`src/rtl/bitmap_find_next_bit_engine_unit_defines.svh`:
```
// Assertion macros used by the bitmap find-next-bit engine controller.
`ifndef BITMAP_FIND_NEXT_BIT_ENGINE_UNIT_DEFINES_SVH
`define BITMAP_FIND_NEXT_BIT_ENGINE_UNIT_DEFINES_SVH

// Same-cycle implication, clocked on clk, disabled while arst_n is low.
`define BFNB_ASSERT_NOW(lbl, ante, cons, msg) \
	lbl: assert property (@(posedge clk) disable iff (!arst_n) (ante) |-> (cons)) \
	else $error(msg);

// Next-cycle implication, clocked on clk, disabled while arst_n is low.
`define BFNB_ASSERT_NEXT(lbl, ante, cons, msg) \
	lbl: assert property (@(posedge clk) disable iff (!arst_n) (ante) |=> (cons)) \
	else $error(msg);

`endif

```
`src/rtl/bfnb_pkg.sv`:
```
// Package: sizes, mode codes, control structs and lowest-set-bit function.
`timescale 1ns / 1ps
`default_nettype none
package bfnb_pkg;

	localparam int WORD_BITS  = 32;
	localparam int WORDS      = 32;
	localparam int TOTAL_BITS = WORD_BITS * WORDS;
	localparam int MODE_W     = 3;
	localparam int IDX_W      = 10;
	localparam int LIM_W      = 11;
	localparam int WPTR_W     = $clog2(WORDS);
	localparam int BPOS_W     = $clog2(WORD_BITS);
	localparam int PAD_W      = LIM_W - WPTR_W - BPOS_W;

	localparam logic [MODE_W-1:0] MODE_TEST       = 3'd0;
	localparam logic [MODE_W-1:0] MODE_TEST_SET   = 3'd1;
	localparam logic [MODE_W-1:0] MODE_TEST_CLEAR = 3'd2;
	localparam logic [MODE_W-1:0] MODE_FIND_SET   = 3'd3;
	localparam logic [MODE_W-1:0] MODE_FIND_ZERO  = 3'd4;

	localparam logic [LIM_W-1:0] TOTAL_LIM = LIM_W'(TOTAL_BITS);

	typedef struct packed {
		logic load_req;
		logic step;
		logic load_rsp;
	} bfnb_cmd_t;

	typedef struct packed {
		logic done;
	} bfnb_sts_t;

	// Lowest set bit of a nonzero word by binary halving.
	function automatic logic [BPOS_W-1:0] lowest_set(input logic [WORD_BITS-1:0] w);
		logic [WORD_BITS-1:0] t;
		logic [BPOS_W-1:0]    n;
		t = w;
		n = '0;
		if ((t & 32'hffff) == '0) begin
			n = n + BPOS_W'(16);
			t = t >> 16;
		end
		if ((t & 32'hff) == '0) begin
			n = n + BPOS_W'(8);
			t = t >> 8;
		end
		if ((t & 32'hf) == '0) begin
			n = n + BPOS_W'(4);
			t = t >> 4;
		end
		if ((t & 32'h3) == '0) begin
			n = n + BPOS_W'(2);
			t = t >> 2;
		end
		if ((t & 32'h1) == '0) begin
			n = n + BPOS_W'(1);
		end
		return n;
	endfunction

endpackage
`default_nettype wire

```
`src/rtl/bfnb_req_if.sv`:
```
// Request channel: operation, bit index and search limit.
`timescale 1ns / 1ps
`default_nettype none
interface bfnb_req_if;
	logic                           valid;
	logic                           ready;
	logic [bfnb_pkg::MODE_W-1:0]    mode;
	logic [bfnb_pkg::IDX_W-1:0]     bit_index;
	logic [bfnb_pkg::LIM_W-1:0]     search_limit;

	modport source (output valid, output mode, output bit_index, output search_limit,
		input ready);
	modport sink (input valid, input mode, input bit_index, input search_limit,
		output ready);
endinterface
`default_nettype wire

```
`src/rtl/bfnb_rsp_if.sv`:
```
// Response channel: old bit value and found index.
`timescale 1ns / 1ps
`default_nettype none
interface bfnb_rsp_if;
	logic                           valid;
	logic                           ready;
	logic                           old_bit;
	logic [bfnb_pkg::LIM_W-1:0]     found_index;

	modport source (output valid, output old_bit, output found_index, input ready);
	modport sink (input valid, input old_bit, input found_index, output ready);
endinterface
`default_nettype wire

```
`src/rtl/bitmap_find_next_bit_engine_unit.sv`:
```
// Tests need no scan; finds scan one word a cycle until a hit or the limit.
// A new request is taken only while idle, after the last one has loaded its result; a finished
// request waits while the response register is still full.
// The word scan loop in the datapath sets how long a find runs; the response register lets the next
// request be taken while a result still waits.
// Reset: arst_n clears the bitmap to all zeros, the controller to idle and response valid.
`timescale 1ns / 1ps
`default_nettype none
module bitmap_find_next_bit_engine_unit (
	input  wire logic  clk,
	input  wire logic  arst_n,
	bfnb_req_if.sink   req,
	bfnb_rsp_if.source rsp
);

	bfnb_pkg::bfnb_cmd_t cmd;
	bfnb_pkg::bfnb_sts_t sts;

	bfnb_ctrl u_ctrl (
		.clk       (clk),
		.arst_n    (arst_n),
		.req_valid (req.valid),
		.req_ready (req.ready),
		.rsp_valid (rsp.valid),
		.rsp_ready (rsp.ready),
		.cmd       (cmd),
		.sts       (sts)
	);

	bfnb_datapath u_datapath (
		.clk          (clk),
		.arst_n       (arst_n),
		.cmd          (cmd),
		.sts          (sts),
		.mode         (req.mode),
		.bit_index    (req.bit_index),
		.search_limit (req.search_limit),
		.old_bit      (rsp.old_bit),
		.found_index  (rsp.found_index)
	);

endmodule
`default_nettype wire

```
`src/rtl/bfnb_datapath.sv`:
```
// Datapath: bitmap storage, request registers, word scan and result registers.
`timescale 1ns / 1ps
`default_nettype none
module bfnb_datapath (
	input  wire logic                           clk,
	input  wire logic                           arst_n,
	input  wire bfnb_pkg::bfnb_cmd_t            cmd,
	output bfnb_pkg::bfnb_sts_t                 sts,
	input  wire logic [bfnb_pkg::MODE_W-1:0]    mode,
	input  wire logic [bfnb_pkg::IDX_W-1:0]     bit_index,
	input  wire logic [bfnb_pkg::LIM_W-1:0]     search_limit,
	output logic                                old_bit,
	output logic [bfnb_pkg::LIM_W-1:0]          found_index
);

	logic [bfnb_pkg::WORD_BITS-1:0] bitmap_q [bfnb_pkg::WORDS];

	logic [bfnb_pkg::MODE_W-1:0] mode_q;
	logic [bfnb_pkg::IDX_W-1:0]  start_q;
	logic [bfnb_pkg::LIM_W-1:0]  size_q;
	logic [bfnb_pkg::WPTR_W-1:0] ptr_q;
	logic                        first_q;

	logic [bfnb_pkg::WORD_BITS-1:0] word;
	logic [bfnb_pkg::WORD_BITS-1:0] tmp;
	logic [bfnb_pkg::BPOS_W-1:0]    bpos;
	logic [bfnb_pkg::WPTR_W:0]      nptr;
	logic [bfnb_pkg::LIM_W-1:0]     next_base;
	logic [bfnb_pkg::LIM_W-1:0]     hit_idx;
	logic                           is_test;
	logic                           is_find;
	logic                           early;
	logic                           r_old;
	logic [bfnb_pkg::LIM_W-1:0]     r_found;

	assign word      = bitmap_q[ptr_q];
	assign bpos      = start_q[bfnb_pkg::BPOS_W-1:0];
	assign is_test   = (mode_q == bfnb_pkg::MODE_TEST) || (mode_q == bfnb_pkg::MODE_TEST_SET)
		|| (mode_q == bfnb_pkg::MODE_TEST_CLEAR);
	assign is_find   = (mode_q == bfnb_pkg::MODE_FIND_SET)
		|| (mode_q == bfnb_pkg::MODE_FIND_ZERO);
	assign early     = (size_q == '0) || ({1'b0, start_q} >= size_q);
	assign nptr      = {1'b0, ptr_q} + (bfnb_pkg::WPTR_W+1)'(1);
	assign next_base = bfnb_pkg::LIM_W'({nptr, {bfnb_pkg::BPOS_W{1'b0}}});
	assign hit_idx   = {{bfnb_pkg::PAD_W{1'b0}}, ptr_q, bfnb_pkg::lowest_set(tmp)};

	always_comb begin
		tmp = (mode_q == bfnb_pkg::MODE_FIND_ZERO) ? ~word : word;
		if (first_q) begin
			tmp = tmp & ({bfnb_pkg::WORD_BITS{1'b1}} << bpos);
		end
	end

	always_comb begin
		r_old    = 1'b0;
		r_found  = '0;
		sts.done = 1'b1;
		if (is_test) begin
			r_old = word[bpos];
		end else if (is_find) begin
			if (early) begin
				r_found = size_q;
			end else if (tmp != '0) begin
				r_found = (hit_idx < size_q) ? hit_idx : size_q;
			end else if (next_base >= size_q) begin
				r_found = size_q;
			end else begin
				sts.done = 1'b0;
			end
		end
	end

	// Latch the request, saturating the limit at the bitmap size; advance the word pointer on a step.
	always_ff @(posedge clk) begin
		if (cmd.load_req) begin
			mode_q  <= mode;
			start_q <= bit_index;
			size_q  <= (search_limit > bfnb_pkg::TOTAL_LIM) ? bfnb_pkg::TOTAL_LIM : search_limit;
			ptr_q   <= bit_index[bfnb_pkg::IDX_W-1:bfnb_pkg::BPOS_W];
			first_q <= 1'b1;
		end else if (cmd.step) begin
			ptr_q   <= nptr[bfnb_pkg::WPTR_W-1:0];
			first_q <= 1'b0;
		end
	end

	always_ff @(posedge clk or negedge arst_n) begin
		if (!arst_n) begin
			for (int i = 0; i < bfnb_pkg::WORDS; i++) begin
				bitmap_q[i] <= '0;
			end
		end else if (cmd.load_rsp) begin
			if (mode_q == bfnb_pkg::MODE_TEST_SET) begin
				bitmap_q[ptr_q][bpos] <= 1'b1;
			end else if (mode_q == bfnb_pkg::MODE_TEST_CLEAR) begin
				bitmap_q[ptr_q][bpos] <= 1'b0;
			end
		end
	end

	always_ff @(posedge clk) begin
		if (cmd.load_rsp) begin
			old_bit     <= r_old;
			found_index <= r_found;
		end
	end

endmodule
`default_nettype wire

```
`src/rtl/bfnb_ctrl.sv`:
```
// Controller: request acceptance, scan sequencing and response valid.
`timescale 1ns / 1ps
`default_nettype none
`include "bitmap_find_next_bit_engine_unit_defines.svh"
module bfnb_ctrl (
	input  wire logic                  clk,
	input  wire logic                  arst_n,
	input  wire logic                  req_valid,
	output logic                       req_ready,
	output logic                       rsp_valid,
	input  wire logic                  rsp_ready,
	output bfnb_pkg::bfnb_cmd_t        cmd,
	input  wire bfnb_pkg::bfnb_sts_t   sts
);

	localparam logic ST_IDLE = 1'b0;
	localparam logic ST_BUSY = 1'b1;

	logic state_q;
	logic state_d;
	logic rsp_valid_q;
	logic rsp_free;

	assign req_ready = (state_q == ST_IDLE);
	assign rsp_valid = rsp_valid_q;
	assign rsp_free  = !rsp_valid_q || rsp_ready;

	always_comb begin
		cmd      = '0;
		state_d  = state_q;
		unique case (state_q)
			ST_IDLE: begin
				if (req_valid) begin
					cmd.load_req = 1'b1;
					state_d      = ST_BUSY;
				end
			end
			ST_BUSY: begin
				if (sts.done) begin
					// hold the finished request until the output register frees
					if (rsp_free) begin
						cmd.load_rsp = 1'b1;
						state_d      = ST_IDLE;
					end
				end else begin
					cmd.step = 1'b1;
				end
			end
			default: begin
				state_d = ST_IDLE;
			end
		endcase
	end

	always_ff @(posedge clk or negedge arst_n) begin
		if (!arst_n) begin
			state_q     <= ST_IDLE;
			rsp_valid_q <= 1'b0;
		end else begin
			state_q     <= state_d;
			rsp_valid_q <= cmd.load_rsp || (rsp_valid_q && !rsp_ready);
		end
	end

	`BFNB_ASSERT_NOW(a_rsp_only_busy, cmd.load_rsp, state_q == ST_BUSY, "response load outside busy")
	`BFNB_ASSERT_NOW(a_no_overwrite, cmd.load_rsp, !rsp_valid_q || rsp_ready, "pending response overwritten")
	`BFNB_ASSERT_NOW(a_step_excl, cmd.step, state_q == ST_BUSY && !cmd.load_rsp, "step clashes with finish")
	`BFNB_ASSERT_NEXT(a_accept_busy, req_valid && req_ready, state_q == ST_BUSY, "accepted request not started")

endmodule
`default_nettype wire

```
`src/flat_wrapper.sv`:
```
// flat-port wrapper written by rule: the top's interface ports become plain ports
module bitmap_find_next_bit_engine_unit_flat 
  (clk, arst_n, req_valid, req_mode, req_bit_index, req_search_limit, req_ready, rsp_valid, rsp_old_bit, rsp_found_index, rsp_ready);
  bfnb_req_if req_i ();
  bfnb_rsp_if rsp_i ();
  input  wire logic clk;
  input  wire logic arst_n;
  input wire logic [$bits(req_i.valid)-1:0] req_valid;
  input wire logic [$bits(req_i.mode)-1:0] req_mode;
  input wire logic [$bits(req_i.bit_index)-1:0] req_bit_index;
  input wire logic [$bits(req_i.search_limit)-1:0] req_search_limit;
  output wire logic [$bits(req_i.ready)-1:0] req_ready;
  output wire logic [$bits(rsp_i.valid)-1:0] rsp_valid;
  output wire logic [$bits(rsp_i.old_bit)-1:0] rsp_old_bit;
  output wire logic [$bits(rsp_i.found_index)-1:0] rsp_found_index;
  input wire logic [$bits(rsp_i.ready)-1:0] rsp_ready;
  assign req_i.valid = req_valid;
  assign req_i.mode = req_mode;
  assign req_i.bit_index = req_bit_index;
  assign req_i.search_limit = req_search_limit;
  assign req_ready = req_i.ready;
  assign rsp_valid = rsp_i.valid;
  assign rsp_old_bit = rsp_i.old_bit;
  assign rsp_found_index = rsp_i.found_index;
  assign rsp_i.ready = rsp_ready;
  bitmap_find_next_bit_engine_unit u_core (.clk(clk), .arst_n(arst_n), .req(req_i), .rsp(rsp_i));
endmodule
```
`config.mk`:
```
export PLATFORM = sky130hd
export DESIGN_NAME = bitmap_find_next_bit_engine_unit_flat
export DESIGN_NICKNAME = d
export VERILOG_FILES = /design/src/rtl/bfnb_pkg.sv /design/src/rtl/bfnb_req_if.sv /design/src/rtl/bfnb_rsp_if.sv /design/src/rtl/bitmap_find_next_bit_engine_unit.sv /design/src/rtl/bfnb_datapath.sv /design/src/rtl/bfnb_ctrl.sv /design/src/flat_wrapper.sv
export VERILOG_INCLUDE_DIRS = /design/src /design/src/rtl
export SDC_FILE = /design/constraint.sdc
export NUM_CORES = 2
export LEC_CHECK = 0
export BUFFER_PORTS_ARGS = -buffer_cell sky130_fd_sc_hd__buf_2
export CORE_MARGIN = 2
export CORE_UTILIZATION = 45
export DETAILED_ROUTE_END_ITERATION = 8
export SYNTH_ARGS = -nofsm -noshare
export SYNTH_HDL_FRONTEND = slang
export SYNTH_SLANG_ARGS = --single-unit
```
`constraint.sdc`:
```
create_clock -name clk -period 6.7 [get_ports clk]
set_input_delay 0.335 -clock clk [delete_from_list [all_inputs] [get_ports clk]]
set_output_delay 0.335 -clock clk [all_outputs]
set_load 0.005 [all_outputs]
```
==> results.json <==
{
  "outcome": "finished clean",
  "max_clock_freq_mhz": 157,
  "ctsRootBufferMaster": "clkbuf_16",
  "dieWidth_um": 348,
  "crit_type": "reg -> reg",
  "clk_path_buf_depth": 3,
  "max_stage_delay_ns": 0.67,
  "hp-class": "in -> reg",
  "yosys_warnings": 0,
  "hold_viol_final": 0,
  "initial_core_util_pct": 45.2,
  "p_int_mw": 10.6,
  "grt_most_used_layer": "met2",
  "ys_types": 82,
  "cellPowerDensity_nw_per_um2": 252,
  "worst_pin_slew_ns": 1.20,
  "rsz0062_at_grt": "false",
  "critical_path_buf_inv_count": 2,
  "met2_usage_pct": 45.5,
  "crit_path_top_delay_cell": "edfxtp_1",
  "grt_pass1_vias": 39200,
  "clock-sinks": 1068,
  "cp.arrival_ns": 6.91,
  "antenna_found_initial": 3,
  "n_antenna_cell": 0,
  "ant_nets": 0,
  "cts_buffers": 114,
  "grt.overflow.total": 0,
  "drv_slew": 0,
  "insertion_delay_ns": 0.71,
  "synthCells": 5108,
  "via_count": 42000,
  "port_buffers": 41,
  "core_area_sq_um": 118000,
  "p_seq_share_pct": 44.8,
  "finalClockSkew_ns": 0.0268,
  "syn_area_sq_um": 53200,
  "avgSynthCellArea_sq_um": 10.4,
  "die_area_sq_um": 121000,
  "dpl.cell_count": 6163,
  "post_drt_wl_per_cell_um": 28.2,
  "crit_path_cell_trace": "or4b_2 > buf_4 > o22ai_1 > nor4_1 > a211oi_1 > a31oi_1 > nor4b_2 > nand2_1 > o21ai_2 > inv_1 > ha_1 > a21oi_1 > nor2_1 > o21a_1 > o21ai_0 > nand2b_1 > a21oi_1 > nor2b_1 > o21ai_0 > and3_1 > a221oi_4 > or3_1 > a31oi_1",
  "grt_usage_pct": 29.4,
  "grt_pass1_wl_um": 269000,
  "cts_tree": "built",
  "dr.pass1.iters": 9,
  "synthFlopType": "dfrtp_1",
  "vdd_ir_drop_max_mv": 0.213,
  "synth_nets": 5164,
  "cp.required_ns": 7.25,
  "p_leak_nw": 24.4,
  "start_kind": "register",
  "slew_headroom_pct": 19.7,
  "grt_max_degree": 211,
  "ys_ff_latch": 1068,
  "synth-async-reset-ratio_pct": 96.1,
  "fin_tns_setup_ns": 0,
  "p_comb_share_pct": 12.3,
  "drt_iter0_markers": 5150,
  "cap_viol_max_count": 0,
  "drive_gt1_share_pct": 10.2,
  "fin_crit_sh_pct": 95.0,
  "sw_frac_of_total_pct": 28.0,
  "fin_cells": 6406,
  "drc": 0,
  "rows": 126,
  "synth_edf_count": 41,
  "grt_use_met1_pct": 41.7,
  "hpwl_um": 101000,
  "vias_per_cell": 6.55,
  "path_clk_slew_ns": 0.07,
  "die-height_um": 348,
  "fillers": 10600,
  "path_max_fanout": 17,
  "finalCriticalPeriod_ns": 6.36,
  "setup.worst_path.end_class": "register",
  "io-pin-count": 42,
  "h-tree-depth": 3,
  "gp_congestion": 1.01,
  "synth_seq_area_share_pct": 50.6,
  "drt_wl_total_um": 180000,
  "area_growth_pct": 9.45,
  "finalSetupViolCount": 0,
  "use_met3_pct": 4.78,
  "switching_power_mw": 4.12,
  "cp_top_family": "simple AND/OR/NAND/NOR gates",
  "p_clk_share_pct": 42.9,
  "final_nets": 4830
}
-- worst min-delay path, delay by kind of cell --
kind,cells,cell delay (ns)
buf+inv,1,0.09
simple gates,2,0.41
-- worst paths after layout --
kind                       cells past startpoint  slack, ns                       start                          endpoint
min in group asynchronous                      2       0.23                      arst_n                         async pin
setup reg to reg                              23       0.34  u_core.u_datapath.ptr_q[2]  u_core.u_datapath.found_index[8]
max in group asynchronous                      3       4.84                      arst_n                         async pin
hold reg to reg                                2       0.50                    register                          register
setup / recovery                              23       0.34  u_core.u_datapath.ptr_q[2]  u_core.u_datapath.found_index[8]
hold / removal                                 3       0.17                   req_valid             u_core.u_ctrl.state_q
-- per-stage QoR --
step                      total power [mW]  hold WS (ns)  worst slack [ns]  utilization, %  cell area, sq um
after floorplan                       7.72        0.0394              1.55               -             53200
after global placement                8.46         0.413             0.476            46.1             54300
after detailed placement              8.47         0.408             0.363            46.1             54300
after CTS                             14.7        0.0990             0.337            49.4             58200
after global routing                  15.1         0.108            0.0224            49.5             58300
final                                 14.7         0.170             0.337            49.5             58300
-- power groups by stage --
stage          Combinational [mW]  Clock (mW)  Sequential, mW
2_1_floorplan                1.03           0            6.68
3_3_place_gp                 1.75           0            6.71
3_5_place_dp                 1.75           0            6.71
4_1_cts                      1.77        6.38            6.59
5_1_grt                      1.90        6.65            6.59
6_report                     1.81        6.31            6.59
-- Yosys cell counts, types with 3 or more instances --
library cell | count | share of area [%]
dfrtp_1 | 1026 | 48
and3_1 | 9 | 0.11
nor3_1 | 19 | 0.18
mux2_2 | 6 | 0.13
mux4_2 | 47 | 2.0
a22oi_1 | 10 | 0.14
nand3_1 | 34 | 0.32
inv_1 | 18 | 0.13
o31a_1 | 3 | 0.049
buf_1 | 14 | 0.099
nand2b_1 | 10 | 0.12
or4_1 | 5 | 0.071
buf_4 | 23 | 0.32
buf_2 | 39 | 0.37
o31ai_1 | 1028 | 14
or3_1 | 9 | 0.11
o21a_1 | 7 | 0.099
a21oi_1 | 34 | 0.32
nand4_1 | 12 | 0.14
and4_1 | 3 | 0.049
a31oi_1 | 9 | 0.11
o22ai_1 | 206 | 2.4
a211oi_1 | 4 | 0.056
mux2i_1 | 448 | 8.4
clkbuf_1 | 541 | 3.8
nor2_1 | 76 | 0.54
nand2_1 | 144 | 1.0
o211ai_1 | 4 | 0.056
nand4bb_1 | 6 | 0.13
o21ai_0 | 1055 | 9.9
buf_6 | 33 | 0.70
ha_1 | 28 | 0.66
edfxtp_1 | 41 | 2.3
nor2b_1 | 24 | 0.28
or4b_1 | 5 | 0.094
a22o_1 | 6 | 0.099
a311oi_1 | 3 | 0.049
xnor2_1 | 8 | 0.13
nor4_1 | 46 | 0.54
nand4b_1 | 7 | 0.12
o21ai_1 | 4 | 0.038
and2_1 | 5 | 0.059
-- layer usage --
metal  routed length (um)  vias to the layer above  share of wire (%)
li1                     -                    19000                  -
met1                78400                    21000                 43
met2                81600                     1642                 45
met3                13400                      395                7.4
met4                 7060                        0                3.9
met5                    0                        -                  0
-- cell usage in the layout (no fill, tap or decap), types with 37 or more instances in the layout --
cell type / instances
o21ai_0: 1055
o31ai_1: 1028
dfrtp_1: 1026
mux2i_1: 448
o22ai_1: 206
clkbuf_16: 114
buf_4: 104
nand2_1: 95
nor2_1: 76
mux4_2: 47
nor4_1: 46
edfxtp_1: 41
buf_2: 40
clkbuf_1: 37
-- repair_timing --
action	CTS	global route
resized for setup	0	0
setup buffers	0	4
endpoints found under the setup margin	0	9
hold buffers	27	0
endpoints found under the hold margin	107	0
-- cell type report --
| class | instances | area, sq um | share of cell area [%] |
|---|---|---|---|
| sequential | 1068 | 26900 | 46.2 |
| multi-input combinational | 3369 | 23800 | 40.9 |
| clock buffer | 172 | 3280 | 5.63 |
| tap | 1536 | 1920 | 3.30 |
| timing repair buffer | 201 | 1840 | 3.16 |
| clock inverter | 40 | 398 | 0.683 |
| inverter | 20 | 80.1 | 0.137 |
-- logic make-up after synthesis --
family,synth area share (%)
DFF,50.6
and+or+nand+nor,4.19
xor gates and xnor gates,0.148
buffers and inverters,5.46
adders and majority gates,0.658
AOI/OAI and AO/OA,28.4
muxes,10.5
No activity file was read; power rests on OpenSTA's default activity.
